**config.mk**
```make
export PLATFORM = sky130hd
export DESIGN_NAME = bb3_window
export DESIGN_NICKNAME = d
export VERILOG_FILES = /design/src/hw/rtl/bb3_pkg.sv /design/src/hw/rtl/bb3_window.sv
export SDC_FILE = /design/constraint.sdc
export NUM_CORES = 1
export LEC_CHECK = 0
export BUFFER_PORTS_ARGS = -buffer_cell sky130_fd_sc_hd__buf_4
export CAP_MARGIN = 15
export CORE_MARGIN = 8
export CORE_UTILIZATION = 30
export DETAILED_ROUTE_END_ITERATION = 10
export PLACE_DENSITY_LB_ADDON = 0.2
export SYNTH_ARGS = -nofsm -noshare
export SYNTH_HDL_FRONTEND = slang
export SYNTH_SLANG_ARGS = --single-unit
```
**constraint.sdc**
```tcl
create_clock -name clk_i -period 4.55 [get_ports clk_i]
set_input_delay 0.6825 -clock clk_i [delete_from_list [all_inputs] [get_ports clk_i]]
set_output_delay 0.6825 -clock clk_i [all_outputs]
set_load 0.1 [all_outputs]
```
**src/hw/rtl/bb3_pkg.sv**
```systemverilog
// Shared types and constants for the 3x3 RGB box blur.
// Used by every module of the block; depends on nothing else.
`default_nettype none

package bb3_pkg;

  localparam int MAX_WIDTH  = 2048;
  localparam int ADDR_W     = $clog2(MAX_WIDTH);
  localparam int COL_W      = 11;
  localparam int ROW_W      = 16;
  localparam int CHAN_W     = 8;
  localparam int NUM_CH     = 3;
  localparam int WIDTH_W    = 12;
  localparam int HEIGHT_W   = 16;
  localparam int CFG_DATA_W = 16;
  localparam int NUM_TAPS   = 9;
  localparam int SUM_W      = 12;

  // Division by nine as a multiply by ceil(2^14 / 9) and a shift; exact for sums up to 2295.
  localparam int RECIP_W     = 11;
  localparam int RECIP_SHIFT = 14;
  localparam int PROD_W      = SUM_W + RECIP_W;
  localparam logic [RECIP_W-1:0] RECIP9 = RECIP_W'(1821);

  localparam logic [WIDTH_W-1:0]  WIDTH_RESET  = WIDTH_W'(640);
  localparam logic [HEIGHT_W-1:0] HEIGHT_RESET = HEIGHT_W'(480);
  localparam logic [WIDTH_W-1:0]  WIDTH_MIN    = WIDTH_W'(3);
  localparam logic [WIDTH_W-1:0]  WIDTH_MAX    = WIDTH_W'(MAX_WIDTH);
  localparam logic [HEIGHT_W-1:0] HEIGHT_MIN   = HEIGHT_W'(3);

  typedef enum logic {
    CFG_IMAGE_WIDTH  = 1'b0,
    CFG_IMAGE_HEIGHT = 1'b1
  } cfg_reg_e;

  // Index 2 is red, 1 is green, 0 is blue.
  typedef logic [NUM_CH-1:0][CHAN_W-1:0] pixel_t;
  typedef logic [NUM_CH-1:0][SUM_W-1:0]  sums_t;
  typedef logic [2*NUM_CH*CHAN_W-1:0]    line_word_t;

  typedef struct packed {
    logic             emit;
    logic [COL_W-1:0] col;
    logic [ROW_W-1:0] row;
  } pos_t;

endpackage

`default_nettype wire

```
**src/hw/rtl/bb3_window.sv**
```systemverilog
// Window stage: six window registers, the nine-tap channel sums and the sum register.
// Fed by the line store read and the pixel stage of the top level; uses bb3_pkg.
`default_nettype none

module bb3_window (
  input  logic             clk_i,
  input  logic             rst_ni,
  input  logic             s1_valid_i,
  input  bb3_pkg::pos_t    s1_pos_i,
  input  bb3_pkg::pixel_t  top_i,
  input  bb3_pkg::pixel_t  mid_i,
  input  bb3_pkg::pixel_t  cur_i,
  input  logic             s3_ready_i,
  output logic             adv_o,
  output logic             s2_valid_o,
  output bb3_pkg::pos_t    s2_pos_o,
  output bb3_pkg::sums_t   s2_sums_o
);

  bb3_pkg::pixel_t win_q [6];
  bb3_pkg::pixel_t taps [bb3_pkg::NUM_TAPS];
  bb3_pkg::sums_t  sums_d;
  bb3_pkg::sums_t  sums_q;
  bb3_pkg::pos_t   pos_q;
  logic            s2_valid_q;
  logic            s2_valid_d;
  logic            s2_ready;

  always_comb begin
    taps[0] = win_q[0];
    taps[1] = win_q[1];
    taps[2] = top_i;
    taps[3] = win_q[2];
    taps[4] = win_q[3];
    taps[5] = mid_i;
    taps[6] = win_q[4];
    taps[7] = win_q[5];
    taps[8] = cur_i;
    for (int ch = 0; ch < bb3_pkg::NUM_CH; ch++) begin
      sums_d[ch] = '0;
      for (int k = 0; k < bb3_pkg::NUM_TAPS; k++) begin
        sums_d[ch] = sums_d[ch] + bb3_pkg::SUM_W'(taps[k][ch]);
      end
    end
  end

  assign s2_ready = !s2_valid_q || s3_ready_i;
  assign adv_o    = s1_valid_i && (!s1_pos_i.emit || s2_ready);

  always_comb begin
    s2_valid_d = s2_valid_q;
    if (adv_o && s1_pos_i.emit) begin
      s2_valid_d = 1'b1;
    end else if (s3_ready_i) begin
      s2_valid_d = 1'b0;
    end
  end

  always_ff @(posedge clk_i or negedge rst_ni) begin
    if (!rst_ni) begin
      for (int i = 0; i < 6; i++) begin
        win_q[i] <= '0;
      end
      s2_valid_q <= 1'b0;
    end else begin
      s2_valid_q <= s2_valid_d;
      if (adv_o) begin
        win_q[0] <= win_q[1];
        win_q[1] <= top_i;
        win_q[2] <= win_q[3];
        win_q[3] <= mid_i;
        win_q[4] <= win_q[5];
        win_q[5] <= cur_i;
      end
    end
  end

  always_ff @(posedge clk_i) begin
    if (adv_o && s1_pos_i.emit) begin
      sums_q <= sums_d;
      pos_q  <= s1_pos_i;
    end
  end

  assign s2_valid_o = s2_valid_q;
  assign s2_pos_o   = pos_q;
  assign s2_sums_o  = sums_q;

endmodule

`default_nettype wire

```
# After elaboration in Yosys (flattened, before gate mapping)
# Index checks and enable logic that the tools add are counted.
word_totals:
  elab_cells: 58
  in_bits: 104
  out_inout_bits: 66
  reg_bits: 209
op_classes:
  addsub: 24
  n_reduce_logical: 7
  mux: 2
op_table:
  columns: ["cell", "n"]
  rows:
  - ["$add A12 B8 Y12", 12]
  - ["$add A11 B8 Y12", 3]
  - ["$add A10 B8 Y11", 3]
  - ["$add A9 B8 Y10", 3]
  - ["$add A8 B8 Y9", 3]
  - ["$logic_and A1 B1 Y1", 2]
  - ["$logic_not A1 Y1", 2]
  - ["$logic_or A1 B1 Y1", 2]
  - ["$mux W1", 2]
  - ["$reduce_bool A2 Y1", 1]

# Longest topological paths before layout
depth:
  depth_word: 8
  depth_mapped: 16
  ltp_nobuf: 16

# Worst setup path before layout
# No wires, ideal clock.
synth_path:
  path_kind: "input port to flip-flop"
  from: "in top_i[18] in the netlist's numbering"
  to: "reg sums_q (netlist bit s2_sums_o[34]), data pin"
  setup_time_ns: 0.266
  path_slack_ns: 0.196
  path_buffers: 0
  stages: 14
  arrival_ns: 4.088
  path_cell_list: "inv_1 fa_1 inv_1 fa_1 fa_1 inv_1 fa_1 inv_1 ha_1 fa_1 a21oi_1 o211ai_1 o41ai_1 xnor2_1"
synth_lines:
  columns: ["element", "line_no", "source"]
  rows:
  - ["start: declaration", "bb3_window.sv:10", "input bb3_pkg::pixel_t top_i,"]
  - ["end signal: assignment", "bb3_window.sv:80", "sums_q <= sums_d;"]
  - ["end: declaration", "bb3_window.sv:23", "bb3_pkg::sums_t sums_q;"]

==> results.md <==
- Status: finished, final reports clean
- DP Wirelength: 18.7 mm
- Syn_nets: 1238
- Root buf cell: clkbuf_16
- Max-cap viol count: 0
- Inserted Clock Buffers: 28
- Synthesized flop and latch total: 209
- DRT antenna net count: 0
- Resized Gates After CTS: 0
- Fmax: 0.234 GHz
- Site row count: 75
- Vias in the first global route: 7968
- CP top delay family: adder cells
- Setup crit start kind: flip-flop
- Post-synth EDFFs: 64
- Critical Path AT: 4.55 ns
- RSZ-0062 raised after global routing: no
- Relative slew margins: 0.356
- Final min period: 4.27 ns
- Setup bufs post-CTS: 0
- Ys async rst share: 0.694
- Syn Inst Count: 933
- # setup viols final: 0
- WHS: 0.148 ns
- Ratio of cells with drive above 1 in the final layout: 0.232
- Critical Path, Cell by Cell: fa_1, fa_1, fa_1, inv_1, fa_1, inv_1, ha_1, fa_1, a21oi_1, o211ai_1, o41ai_1, xnor2_1
- Post-synthesis sequential area ratio: 0.440
- Slew @ Worst Pin: 0.966 ns
- RePlAce Congestion: 0.740
- DRC: 0
- Die area: 48900 sq um
- Core Footprint: 41800 sq um
- Nets: 1427
- Worst R2R Start: taps[138]$_DFFE_PN0P_
- Hold Vio Cnt, Final: 0
- R2r setup slk: 0.28 ns
- Crit path capture type: flip-flop
- Post-DR vias/cell: 4.14
- Initial core utilization: 0.302
- 1st-iter DRT viols: 278
- Die width: 221 um
- First-pass GRT wire length: 41.9 mm
- Area Overhead vs Synth: 22.8%
- Worst-path clk slew: 0.05 ns
- Clk_skew: 0.0144 ns
- Gr ovfl total: 0
- DIE HEIGHT: 221 um
- Hold WC Path Type: in -> async
- Req. time, crit path: 4.83 ns
- Reg-to-Reg End: s2_sums_o[34]$_DFFE_PP_
- Initial antenna violation count: 0
- Ant. Diodes: 0
- Synth warn: 0
- Worst Path Max Fanout: 2
- Synth Cell Area: 12600 sq um
- CTS tree: done
- Clk buf depth: 3
- Slowest cell on crit path: fa_1
- Mean Syn Cell Area: 13.5 sq um
- Final period util: 0.939
- Drt wl/cell: 14.5 um
- Distinct cells, synth: 33
- Largest net degree at the start of global routing: 74
- Cells on worst reg2reg path: 12
- GRT Total Usage: 0.104
- # IOs: 170
- # clock sinks: 209
- Vias: 6969
- Top FF cell, synth: dfrtp_1
- Critical path buffers and inverters: 2
- Later-pin clock latency in the skew report: 0.54 ns
- H-tree depth: 1
- Slew Viols, Final: 0
- Crit path kind: reg -> reg
- 1st-pass router iterations: 5
- I/O Buffers: 169
- Final WL: 24.4 mm
- Max stage delay on crit path: 0.56 ns
- Worst path most repeated cell: fa_1
- CTS Hold Bufs: 0
metrics by stage:
step | setup WS [ns] | setup TNS, ns | cells | utilization | instance area (sq um)
6_report | 0.277 | 0 | 1682 | 0.371 | 15500
5_1_grt | 0.0439 | 0 | 1682 | 0.371 | 15500
4_1_cts | 0.255 | 0 | 1682 | 0.371 | 15500
3_5_place_dp | -0.100 | -0.100 | 1631 | 0.347 | 14500
3_3_place_gp | -0.0297 | -0.0297 | 1631 | 0.347 | 14500
2_1_floorplan | 0.196 | 0 | 933 | - | 12600
cell usage in the layout, fill, tap and decap left out, types with 3 or more instances in the layout:
cell,count
a211oi_1,3
a21o_1,4
a21oi_1,12
a31oi_1,4
buf_12,3
buf_4,172
bufinv_16,5
clkbuf_1,8
clkbuf_16,29
dfrtp_1,145
edfxtp_1,64
fa_1,162
ha_1,39
inv_1,245
mux2_1,90
mux2_2,42
nand2_1,22
nand3_1,4
nor2_1,14
nor2b_1,4
nor3_1,3
o211ai_1,4
o21ai_0,20
o21bai_1,3
xnor2_1,16
xor2_1,5
worst reg2reg max path: stages (launching register included):
cell and delay (ns):
dfrtp_1 0.39, fa_1 0.56, fa_1 0.45, fa_1 0.54, inv_1 0.05, fa_1 0.47
inv_1 0.04, ha_1 0.23, fa_1 0.46, a21oi_1 0.19, o211ai_1 0.16, o41ai_1 0.34
xnor2_1 0.12
cell families after synthesis:
kind of cell | synth area share
flip-flops | 0.440
multiplexers | 0.118
XOR/XNOR | 0.0146
AND/OR/NAND/NOR | 0.0191
adder cells (fa/ha/maj) | 0.296
AO/OA/AOI/OAI | 0.0281
buffers and inverters | 0.0848
cells in the mapped netlist (2+ instances only):
master,number,share of area
nor3_1,3,0.0012
edfxtp_1,64,0.15
xnor2_1,16,0.011
o21bai_1,3,0.0018
nor2_1,14,0.0042
buf_2,6,0.0024
o2111ai_1,2,0.0014
mux2_1,90,0.080
xor2_1,5,0.0035
mux2_2,42,0.037
inv_1,245,0.073
buf_6,10,0.0089
fa_1,162,0.26
a21oi_1,12,0.0048
a31oi_1,4,0.0020
dfrtp_1,145,0.29
o21ai_0,20,0.0079
a21o_1,4,0.0024
o211ai_1,4,0.0024
nor2b_1,4,0.0020
ha_1,39,0.039
a211oi_1,3,0.0018
nand3_1,4,0.0016
nand2_1,22,0.0065
nor2b_4,2,0.0022
state kept, by name, summed over array words and instances (netlist names):
signal,cells
s2_pos_o,28
s2_sums_o,36
taps,144
s2_valid_o,1
layout make-up:
cell class              instances  area, sq um
fillers                      4085        26300
flip-flops and latches        209         5550
well taps                     539          674
inverters                     245          920
clock buffers                  39          783
repair buffers                176         1360
clock inverters                12          204
multi-input cells             462         6000
how the worst max path moves through the flow:
stage                                   end  cells after the start  slack (ns)                   from
finish              s2_sums_o[34]$_DFFE_PP_                     12        0.28  taps[138]$_DFFE_PN0P_
global placement    s2_sums_o[34]$_DFFE_PP_                     15       -0.03              top_i[18]
detailed placement  s2_sums_o[34]$_DFFE_PP_                     15        -0.1              top_i[18]
CTS                 s2_sums_o[34]$_DFFE_PP_                     12        0.25  taps[138]$_DFFE_PN0P_
global route        s2_sums_o[34]$_DFFE_PP_                     12        0.04  taps[136]$_DFFE_PN0P_
floorplan           s2_sums_o[34]$_DFFE_PP_                     14        0.20              top_i[18]
routing by layer:
layer,global-route usage,routed length (um),up-vias,part of all wire
met4,0.0299,500,0,0.021
li1,-,-,3286,-
met5,0,0,-,0
met2,0.171,11600,124,0.48
met3,0.0238,1260,39,0.051
met1,0.135,11000,3520,0.45
Power is left out: the tool's default activity adds up to more than one toggle a clock period on the data nets, which glitch-free logic cannot reach.
