**src/hw/rtl/bb3_pkg.sv**
```systemverilog
// Shared types and constants for the 3x3 RGB box blur.
// Used by every module of the block; depends on nothing else.
`default_nettype none

package bb3_pkg;

  localparam int MAX_WIDTH  = 2048;
  localparam int ADDR_W     = $clog2(MAX_WIDTH);
  localparam int COL_W      = 11;
  localparam int ROW_W      = 16;
  localparam int CHAN_W     = 8;
  localparam int NUM_CH     = 3;
  localparam int WIDTH_W    = 12;
  localparam int HEIGHT_W   = 16;
  localparam int CFG_DATA_W = 16;
  localparam int NUM_TAPS   = 9;
  localparam int SUM_W      = 12;

  // Division by nine as a multiply by ceil(2^14 / 9) and a shift; exact for sums up to 2295.
  localparam int RECIP_W     = 11;
  localparam int RECIP_SHIFT = 14;
  localparam int PROD_W      = SUM_W + RECIP_W;
  localparam logic [RECIP_W-1:0] RECIP9 = RECIP_W'(1821);

  localparam logic [WIDTH_W-1:0]  WIDTH_RESET  = WIDTH_W'(640);
  localparam logic [HEIGHT_W-1:0] HEIGHT_RESET = HEIGHT_W'(480);
  localparam logic [WIDTH_W-1:0]  WIDTH_MIN    = WIDTH_W'(3);
  localparam logic [WIDTH_W-1:0]  WIDTH_MAX    = WIDTH_W'(MAX_WIDTH);
  localparam logic [HEIGHT_W-1:0] HEIGHT_MIN   = HEIGHT_W'(3);

  typedef enum logic {
    CFG_IMAGE_WIDTH  = 1'b0,
    CFG_IMAGE_HEIGHT = 1'b1
  } cfg_reg_e;

  // Index 2 is red, 1 is green, 0 is blue.
  typedef logic [NUM_CH-1:0][CHAN_W-1:0] pixel_t;
  typedef logic [NUM_CH-1:0][SUM_W-1:0]  sums_t;
  typedef logic [2*NUM_CH*CHAN_W-1:0]    line_word_t;

  typedef struct packed {
    logic             emit;
    logic [COL_W-1:0] col;
    logic [ROW_W-1:0] row;
  } pos_t;

endpackage

`default_nettype wire

```
**src/hw/rtl/bb3_div9.sv**
```systemverilog
// Divide-by-nine stage and output register of the box blur.
// Takes the channel sums from bb3_window; uses bb3_pkg.
`default_nettype none

module bb3_div9 (
  input  logic             clk_i,
  input  logic             rst_ni,
  input  logic             s2_valid_i,
  input  bb3_pkg::pos_t    s2_pos_i,
  input  bb3_pkg::sums_t   s2_sums_i,
  output logic             s2_ready_o,
  input  logic             out_ready_i,
  output logic             out_valid_o,
  output bb3_pkg::pixel_t  out_pix_o,
  output bb3_pkg::pos_t    out_pos_o
);

  logic [bb3_pkg::PROD_W-1:0] prod [bb3_pkg::NUM_CH];
  bb3_pkg::pixel_t            quot;
  bb3_pkg::pixel_t            pix_q;
  bb3_pkg::pos_t              pos_q;
  logic                       valid_q;
  logic                       s2_xfer;

  always_comb begin
    for (int ch = 0; ch < bb3_pkg::NUM_CH; ch++) begin
      prod[ch] = bb3_pkg::PROD_W'(s2_sums_i[ch]) * bb3_pkg::PROD_W'(bb3_pkg::RECIP9);
      quot[ch] = prod[ch][bb3_pkg::RECIP_SHIFT +: bb3_pkg::CHAN_W];
    end
  end

  assign s2_ready_o = !valid_q || out_ready_i;
  assign s2_xfer    = s2_valid_i && s2_ready_o;

  always_ff @(posedge clk_i or negedge rst_ni) begin
    if (!rst_ni) begin
      valid_q <= 1'b0;
    end else if (s2_ready_o) begin
      valid_q <= s2_valid_i;
    end
  end

  always_ff @(posedge clk_i) begin
    if (s2_xfer) begin
      pix_q <= quot;
      pos_q <= s2_pos_i;
    end
  end

  assign out_valid_o = valid_q;
  assign out_pix_o   = pix_q;
  assign out_pos_o   = pos_q;

endmodule

`default_nettype wire

```
**config.mk**
```make
export PLATFORM = sky130hd
export DESIGN_NAME = bb3_div9
export DESIGN_NICKNAME = d
export VERILOG_FILES = /design/src/hw/rtl/bb3_pkg.sv /design/src/hw/rtl/bb3_div9.sv
export SDC_FILE = /design/constraint.sdc
export NUM_CORES = 1
export LEC_CHECK = 0
export ABC_AREA = 1
export BUFFER_PORTS_ARGS = -buffer_cell sky130_fd_sc_hd__buf_2
export CAP_MARGIN = 15
export CORE_MARGIN = 8
export CORE_UTILIZATION = 60
export CTS_CLUSTER_DIAMETER = 120
export DETAILED_ROUTE_END_ITERATION = 8
export PLACE_DENSITY = 0.88
export SYNTH_ARGS = -nofsm -noshare
export SYNTH_HDL_FRONTEND = slang
export SYNTH_SLANG_ARGS = --single-unit
export TNS_END_PERCENT = 5
```
**constraint.sdc**
```tcl
create_clock -name clk_i -period 5.9 [get_ports clk_i]
set_input_delay 0.59 -clock clk_i [delete_from_list [all_inputs] [get_ports clk_i]]
set_output_delay 0.59 -clock clk_i [all_outputs]
set_load 0.02 [all_outputs]
```
Yosys cells after proc, flatten, opt, wreduce, memory -nomap -nowiden
Index checks and enable logic that the tools add are counted.
- latch bits: 0
- memory bits (read-only): 0
- memories kept: 0
- flip-flop bits (word level): 53
- RAM bits: 0
- word-level logic and storage cells: 13
- output and inout bits: 54
- shift operators: 0
- multiplexer cells: 0
- divide/modulo/power cells: 0
- equality and inequality tests: 0
- bitwise operators: 0
- $add $sub $neg: 0
- multipliers: 3
- reduce and logical (&&, ||, !) cells: 3
- magnitude comparators: 0
- operators by type and width (operator ; number):
    $mul A12 B11 Y22 const B ; 3
    $logic_and A1 B1 Y1 ; 1
    $logic_not A1 Y1 ; 1
    $logic_or A1 B1 Y1 ; 1

Depth between registers and ports, before layout
Gate-level depths: netlist of run 1.
- depth after elaboration: 3
- gate-level depth with buffers: 21
- depth with buffers taken out: 21

Least setup slack after synthesis of run 1
No wires, ideal clock.
- kind: input -> register
- start: in s2_sums_i[19] (netlist name)
- end: reg pix_q, in the netlist out_pix_o[15] (data pin)
- path slack: 1.456 ns
- arrival: 4.190 ns
- data required time: 5.646 ns
- cell stages on the path: 21
- path buffers: 0
- library setup time: 0.254 ns
- cells stage by stage: inv_1 -> fa_1 -> inv_1 -> ha_1 -> inv_1 -> fa_1 -> inv_1 -> fa_1 -> inv_1 -> fa_1 -> inv_1 -> ha_1 -> nand2_1 -> inv_1 -> nand2_1 -> nand3_1 -> o21bai_1 -> nand2_1 -> nand3_1 -> nand2_1 -> nand2_1
- RTL lines (item ; RTL line ; RTL):
    from (decl) ; bb3_div9.sv:10 ; input bb3_pkg::sums_t s2_sums_i,
    to (signal assigned) ; bb3_div9.sv:45 ; pix_q <= quot;
    to (decl) ; bb3_div9.sv:20 ; bb3_pkg::pixel_t pix_q;

==> results of run 1 <==
-- state kept, by name, summed over array words and instances, names as in the netlist --
register and cells:
out_pix_o 24, out_valid_o 1, out_pos_o 28
-- final timing paths --
| check | to | cells after the start | start |
|---|---|---|---|
| worst max-delay path | out_pix_o[15]$_DFFE_PP_ | 22 | s2_sums_i[19] |
| worst min-delay path | out_valid_o$_DFFE_PN0N_ | 1 | rst_ni |
| worst max register to register | out_pos_o[21]$_DFFE_PP_ | 2 | out_valid_o$_DFFE_PN0N_ |
| worst min register to register | out_valid_o$_DFFE_PN0N_ | 2 | out_valid_o$_DFFE_PN0N_ |
| max in group asynchronous | out_valid_o$_DFFE_PN0N_ | 1 | rst_ni |
| min in group clk_i | out_pos_o[27]$_DFFE_PP_ | 1 | s2_pos_i[27] |
-- synthesized netlist by cell type (7+ instances only) --
library cell and number:
sky130_fd_sc_hd__inv_1 263, sky130_fd_sc_hd__ha_1 195, sky130_fd_sc_hd__nand2_1 180, sky130_fd_sc_hd__fa_1 93
sky130_fd_sc_hd__edfxtp_1 52, sky130_fd_sc_hd__nor2_1 47, sky130_fd_sc_hd__a21oi_1 42, sky130_fd_sc_hd__nand3_1 42
sky130_fd_sc_hd__a21o_1 10, sky130_fd_sc_hd__nand4_1 8, sky130_fd_sc_hd__o21ai_0 8, sky130_fd_sc_hd__o21bai_1 8
sky130_fd_sc_hd__inv_2 7
-- critical path, delay by kind of cell --
family / cells / cell delay, ns
adders and majority gates: 6 / 2.73
and+or+nand+nor: 7 / 0.54
buffers and inverters: 8 / 0.51
AOI/OAI and AO/OA: 1 / 0.17
-- layer usage --
layer | vias to the layer above | global-route usage | part of all wire
li1 | 3471 | - | -
met1 | 3234 | 0.264 | 0.43
met2 | 212 | 0.386 | 0.48
met3 | 36 | 0.0325 | 0.066
met4 | 0 | 0.0610 | 0.024
met5 | - | 0 | 0
-- cells by family (layout without fill, tap and decap cells) --
family | count (synthesis) | after routing | share of synthesized area
DFF | 53 | 53 | 0.180
and+or+nand+nor | 306 | 306 | 0.148
AOI/OAI and AO/OA | 87 | 87 | 0.0585
adders and majority gates | 288 | 288 | 0.488
buffers and inverters | 270 | 400 | 0.115
xor gates and xnor gates | 11 | 11 | 0.0109
-- where the power goes --
| group | total (mW) | switching [mW] | internal, mW |
|---|---|---|---|
| combinational | 3.80 | 2.40 | 1.40 |
| clock | 0.297 | 0.137 | 0.160 |
| sequential | 0.629 | 0.0300 | 0.599 |
| total | 4.72 | 2.56 | 2.16 |
-- layout make-up --
cell class	count	area, µm²
multi-input combinational	692	6230
fill	1100	4600
sequential	53	1590
inverter	270	1010
timing repair buffer	122	613
tap	184	230
clock buffer	5	125
clock inverter	3	25.0
==> results.json, run 1 <==
{
  "critPathLaunchType": "input port",
  "aggregate_global_route_resource_usage": 0.216,
  "cts.path.max_buffers": 2,
  "fp_rows": 44,
  "setup_viol_count_final": 0,
  "stdcell_count": 1329,
  "cp_slowest_cell": "sky130_fd_sc_hd__fa_1",
  "clock_sinks": 53,
  "worst-slew-pin-transition_ns": 0.658,
  "tritoncts.num_buffers": 5,
  "crit_path_capture_type": "register",
  "post_synth_num_cell_types": 29,
  "timing.final.max_slew_violations": 0,
  "layout.cell_area.non_filler_um2": 9820,
  "via_count_of_the_first_global_routing_pass": 7230,
  "ys_ff_latch": 53,
  "unrepaired_setup_endpoints_after_global_routing": "no",
  "leading_cell_types_by_total_area_after_synthesis": "sky130_fd_sc_hd__ha_1, sky130_fd_sc_hd__fa_1, sky130_fd_sc_hd__edfxtp_1, sky130_fd_sc_hd__inv_1, sky130_fd_sc_hd__nand2_1",
  "drive_gt1_frac": 0.134,
  "crit_required_ns": 5.95,
  "postSynthCellCount": 1015,
  "die_x_um": 137,
  "layout_commonest_cell": "sky130_fd_sc_hd__inv_1",
  "ys_dominant_reg_cell": "sky130_fd_sc_hd__edfxtp_1",
  "post_synth_edffs": 52,
  "clkLatencyLatePin_ns": 0.29,
  "worst_slew_margin_relative_to_its_limit": 0.561,
  "placement.setup.worst_slack_ns": 1.09,
  "floorplan.die.height_um": 137,
  "grt_pass1_wl_um": 32500,
  "io_buffers": 121,
  "cts_setup_buffers": 0,
  "cp_data_arrival_time_ns": 4.55,
  "grt_max_degree": 53,
  "max-cap-violations": 0,
  "least_setup_slack_across_all_paths_after_layout_ns": 1.41,
  "critical_path_class": "input port to register",
  "wl_per_cell_um": 14.9,
  "drc": 0,
  "critical_path.max_stage_delay_ns": 0.55,
  "vdd_ir_drop_max_mv": 0.214,
  "cts.hold.buffers_added": 0,
  "place_area_um2": 9670,
  "final_gp_congestion": 0.957,
  "yosys_top_cell_area_share": 0.277,
  "dr.first_iter.drc_count": 379,
  "dp.final_hpwl_um": 17900,
  "static-leakage-power_nw": 5.65,
  "post_drt_via_cell_ratio": 5.23,
  "dr.pass1.iters": 5,
  "hold_viol_final": 0,
  "htree_levels": 2,
  "yosysTopAreaCell": "sky130_fd_sc_hd__ha_1",
  "syn_area_um2": 8820,
  "min_path_type": "input port to async pin",
  "top_level_ports": 122,
  "cp_max_fo": 4,
  "layout.core_utilization": 0.681,
  "ff2ff_setup_slack_ns": 4.39,
  "final_total_pwr_mw": 4.72,
  "timing.hold.ws_ns": 0.0622,
  "clk_pin_slew_ns": 0.07,
  "postSynth.asyncResetShare": 0.0189,
  "post-place-cells": 1321,
  "finalCritPeriodShare": 0.762,
  "max_freq_mhz": 223,
  "final_antenna_net_count": 0,
  "clock-skew-final_ns": 0.00673,
  "status": "finished clean",
  "finalWorstPathRequiredPeriod_ns": 4.49,
  "die_outline_area_um2": 18800,
  "initial_antenna_violation_count": 0,
  "synth-seq-area-share": 0.180,
  "cts_tree": "yes",
  "timing.critical_path.mode_cell": "sky130_fd_sc_hd__inv_1",
  "area_delta_synth_final_pct": 11.4,
  "power.density_cell_area_nw_per_um2": 481,
  "fin_setup_tns_ns": 0,
  "postCtsResizedCells": 0,
  "floorplan.initialDensity": 0.611,
  "root_buffer": "sky130_fd_sc_hd__clkbuf_16",
  "layout_common_cells": "sky130_fd_sc_hd__inv_1, sky130_fd_sc_hd__ha_1, sky130_fd_sc_hd__nand2_1",
  "finalWirelength_um": 19800,
  "path_cells": "buf_2, inv_1, fa_1, inv_1, ha_1, inv_1, fa_1, inv_1, fa_1, inv_1, fa_1, inv_1, ha_1, nand2_1, inv_1, nand2_1, nand3_1, o21bai_1, nand2_1, nand3_1, nand2_1, nand2_1",
  "gr-total-overflow": 0,
  "synth.avg_cell_area_um2": 8.69,
  "dr_total_vias": 6953,
  "nets": 1500,
  "mappedNetlistNets": 1371,
  "num_antenna_cells": 0,
  "synth_warnings": 0,
  "design.core.area_um2": 14400
}
Note: power is estimated with default switching activity, not from simulation.
==> run 2, diff against run 1 <==
ABC_AREA = 0   (was 1)
PLACE_DENSITY = 0.89   (was 0.88)
clock period = 4.36 ns   (was 5.9 ns; I/O delays follow)
==> run 2 against run 1 <==
Effect of this change:
- the flow now finishes with violations (negative setup slack)
- synthesized cell count down 27%
- clock power up 47%
- via count down 6.1%
- critical endpoint is now out_pix_o[22]$_DFFE_PP_
- total power up 53%
- utilization up 11 points
- non-clock buffer count up 120
- flip-flop and latch count unchanged
- sequential power up 35%
- worst hold slack better by 0.26 ns
==> results.json, run 2 <==
{
  "post_synth_num_cell_types": 46,
  "max-cap-violations": 0,
  "tritoncts.num_buffers": 5,
  "place_area_um2": 9640,
  "layout_common_cells": "sky130_fd_sc_hd__inv_1, sky130_fd_sc_hd__ha_1, sky130_fd_sc_hd__buf_4",
  "design.core.area_um2": 13100,
  "yosysTopAreaCell": "sky130_fd_sc_hd__ha_1",
  "die_x_um": 131,
  "cp_slowest_cell": "sky130_fd_sc_hd__fa_1",
  "fp_rows": 42,
  "largest_register_ffs": 28,
  "layout.core_utilization": 0.795,
  "postSynthCellCount": 742,
  "synth_warnings": 0,
  "synth.avg_cell_area_um2": 10.7,
  "cts_tree": "yes",
  "floorplan.die.height_um": 131,
  "clock-skew-final_ns": 0.00485,
  "ys_top_cells_by_count": "sky130_fd_sc_hd__inv_1, sky130_fd_sc_hd__ha_1, sky130_fd_sc_hd__fa_1",
  "dr.pass1.iters": 5,
  "leading_cell_types_by_total_area_after_synthesis": "sky130_fd_sc_hd__ha_1, sky130_fd_sc_hd__fa_1, sky130_fd_sc_hd__edfxtp_1, sky130_fd_sc_hd__inv_1, sky130_fd_sc_hd__xnor2_1",
  "drive_gt1_frac": 0.349,
  "min_path_type": "input port to register",
  "yosys_top_cell_area_share": 0.306,
  "gr-total-overflow": 0,
  "unrepaired_setup_endpoints_after_global_routing": "yes",
  "hold_viol_final": 0,
  "critical_path.max_stage_delay_ns": 0.59,
  "path_cells": "buf_2, buf_4, fa_1, ha_4, inv_2, fa_2, fa_1, inv_2, ha_4, ha_4, buf_4, and4_4, nand3_1, o21a_1, a311oi_4, buf_4, a31o_1, a21oi_1",
  "dr.first_iter.drc_count": 328,
  "floorplan.initialDensity": 0.609,
  "clkLatencyLatePin_ns": 0.28,
  "critPathLaunchType": "input port",
  "grt_max_degree": 53,
  "initial_antenna_violation_count": 1,
  "least_setup_slack_across_all_paths_after_layout_ns": -0.214,
  "placement.setup.worst_slack_ns": -0.440,
  "layout.cell_area.non_filler_um2": 10400,
  "cp_max_fo": 3,
  "synth-seq-area-share": 0.199,
  "setup_viol_count_final": 15,
  "cp_data_arrival_time_ns": 4.59,
  "dr_total_vias": 6529,
  "vdd_ir_drop_max_mv": 0.328,
  "ys_dominant_reg_cell": "sky130_fd_sc_hd__edfxtp_1",
  "via_count_of_the_first_global_routing_pass": 6937,
  "final_antenna_net_count": 0,
  "wl_per_cell_um": 20.3,
  "drc": 0,
  "cts.path.max_buffers": 2,
  "fillers": 687,
  "die_outline_area_um2": 17200,
  "syn_area_um2": 7970,
  "top_level_ports": 122,
  "yosys.cell_count.top_type": "sky130_fd_sc_hd__inv_1",
  "area_delta_synth_final_pct": 30.6,
  "fin_setup_tns_ns": -1.15,
  "clock_sinks": 53,
  "post_drt_via_cell_ratio": 5.59,
  "failed_checks": "negative setup slack",
  "nets": 1347,
  "root_buffer": "sky130_fd_sc_hd__clkbuf_16",
  "crit_path_capture_type": "register",
  "finalWorstPathRequiredPeriod_ns": 4.57,
  "mappedNetlistNets": 1098,
  "grt_pass1_wl_um": 32700,
  "aggregate_global_route_resource_usage": 0.234,
  "layout_commonest_cell": "sky130_fd_sc_hd__inv_1",
  "htree_levels": 2,
  "ys_ff_latch": 53,
  "io_buffers": 121,
  "cpLargestDelayFamily": "adder cells",
  "finalWirelength_um": 23700,
  "crit_required_ns": 4.38,
  "post_synth_edffs": 52,
  "static-leakage-power_nw": 5.49,
  "dp.final_hpwl_um": 17100,
  "critical_path_class": "input port to register",
  "postSynth.asyncResetShare": 0.0189,
  "final_gp_congestion": 0.916,
  "worst_slew_margin_relative_to_its_limit": 0.563,
  "power.density_cell_area_nw_per_um2": 696,
  "timing.final.max_slew_violations": 0,
  "sum_of_buffers_and_inverters_on_the_critical_path": 6,
  "clk_pin_slew_ns": 0.07,
  "finalCritPeriodShare": 1.05,
  "worst-slew-pin-transition_ns": 0.656,
  "max_freq_mhz": 219,
  "status": "finished with violations"
}
-- run 2: cell types whose count changed after synthesis, moves of 6 or more --
cell / before / now
sky130_fd_sc_hd__a21boi_1: 6 / 0
sky130_fd_sc_hd__a21oi_1: 42 / 22
sky130_fd_sc_hd__inv_1: 263 / 224
sky130_fd_sc_hd__inv_2: 7 / 0
sky130_fd_sc_hd__nand2_1: 180 / 14
sky130_fd_sc_hd__nand3_1: 42 / 7
sky130_fd_sc_hd__nor2_1: 47 / 11
sky130_fd_sc_hd__nor2_2: 6 / 0
sky130_fd_sc_hd__o21bai_1: 8 / 2
sky130_fd_sc_hd__xnor2_1: 5 / 26
-- run 2: path summary, 6_finish.rpt --
path | from | endpoint | slack (ns) | cells past startpoint
max | s2_sums_i[29] | out_pix_o[22]$_DFFE_PP_ | -0.21 | 18
min | s2_pos_i[23] | out_pos_o[23]$_DFFE_PP_ | 0.32 | 1
max reg2reg | out_valid_o$_DFFE_PN0N_ | out_pos_o[7]$_DFFE_PP_ | 2.71 | 3
min reg2reg | out_valid_o$_DFFE_PN0N_ | out_valid_o$_DFFE_PN0N_ | 0.58 | 2
max in group asynchronous | rst_ni | out_valid_o$_DFFE_PN0N_ | 3.81 | 2
min in group asynchronous | rst_ni | out_valid_o$_DFFE_PN0N_ | 0.47 | 2
-- run 2: final cells by class --
cell class | count | area [µm²] | area share
Clock inverter | 3 | 46.3 | 0.00445
Clock buffer | 5 | 125 | 0.0120
Antenna cell | 1 | 2.50 | 0.000241
Tap cell | 176 | 220 | 0.0212
Timing Repair Buffer | 242 | 1550 | 0.149
Multi-Input combinational cell | 465 | 6030 | 0.580
Inverter | 224 | 841 | 0.0808
Sequential cell | 53 | 1590 | 0.152
-- run 2: metal layers --
metal / part of all wire / up-vias / GRT usage
met5: 0 / - / 0
met4: 0.073 / 0 / 0.114
met3: 0.067 / 137 / 0.0408
met2: 0.51 / 356 / 0.439
met1: 0.35 / 3123 / 0.247
li1: - / 2913 / -
-- run 2: cell families after synthesis --
group	Yosys count	share of synthesized area
XOR/XNOR	32	0.0352
multiplexers	1	0.00126
adder cells (fa/ha/maj)	288	0.540
flip-flops	53	0.199
AO/OA/AOI/OAI	83	0.0789
buffers and inverters	224	0.106
AND/OR/NAND/NOR	61	0.0399
-- run 2: power breakdown --
part | internal, mW | switching (mW)
sequential | 0.824 | 0.0288
combinational | 2.80 | 3.15
clock | 0.271 | 0.166
total | 3.89 | 3.34
-- run 2: per-stage QoR --
stage	power (mW)	hold WS [ns]	cells
after floorplan	4.08	0.140	742
after global placement	5.43	0.210	1148
after detailed placement	5.74	0.212	1148
after CTS	6.58	0.320	1163
after global routing	7.78	0.315	1169
final	7.24	0.325	1169
-- run 2: what timing repair did --
action                                 in CTS  in global routing
pin swaps                                  24                 42
setup endpoints to repair                  15                 24
hold buffers                                1                  0
gates resized for setup                    32                 57
buffers inserted                            6                  4
gates cloned                                0                  0
endpoints found under the hold margin       1                  0
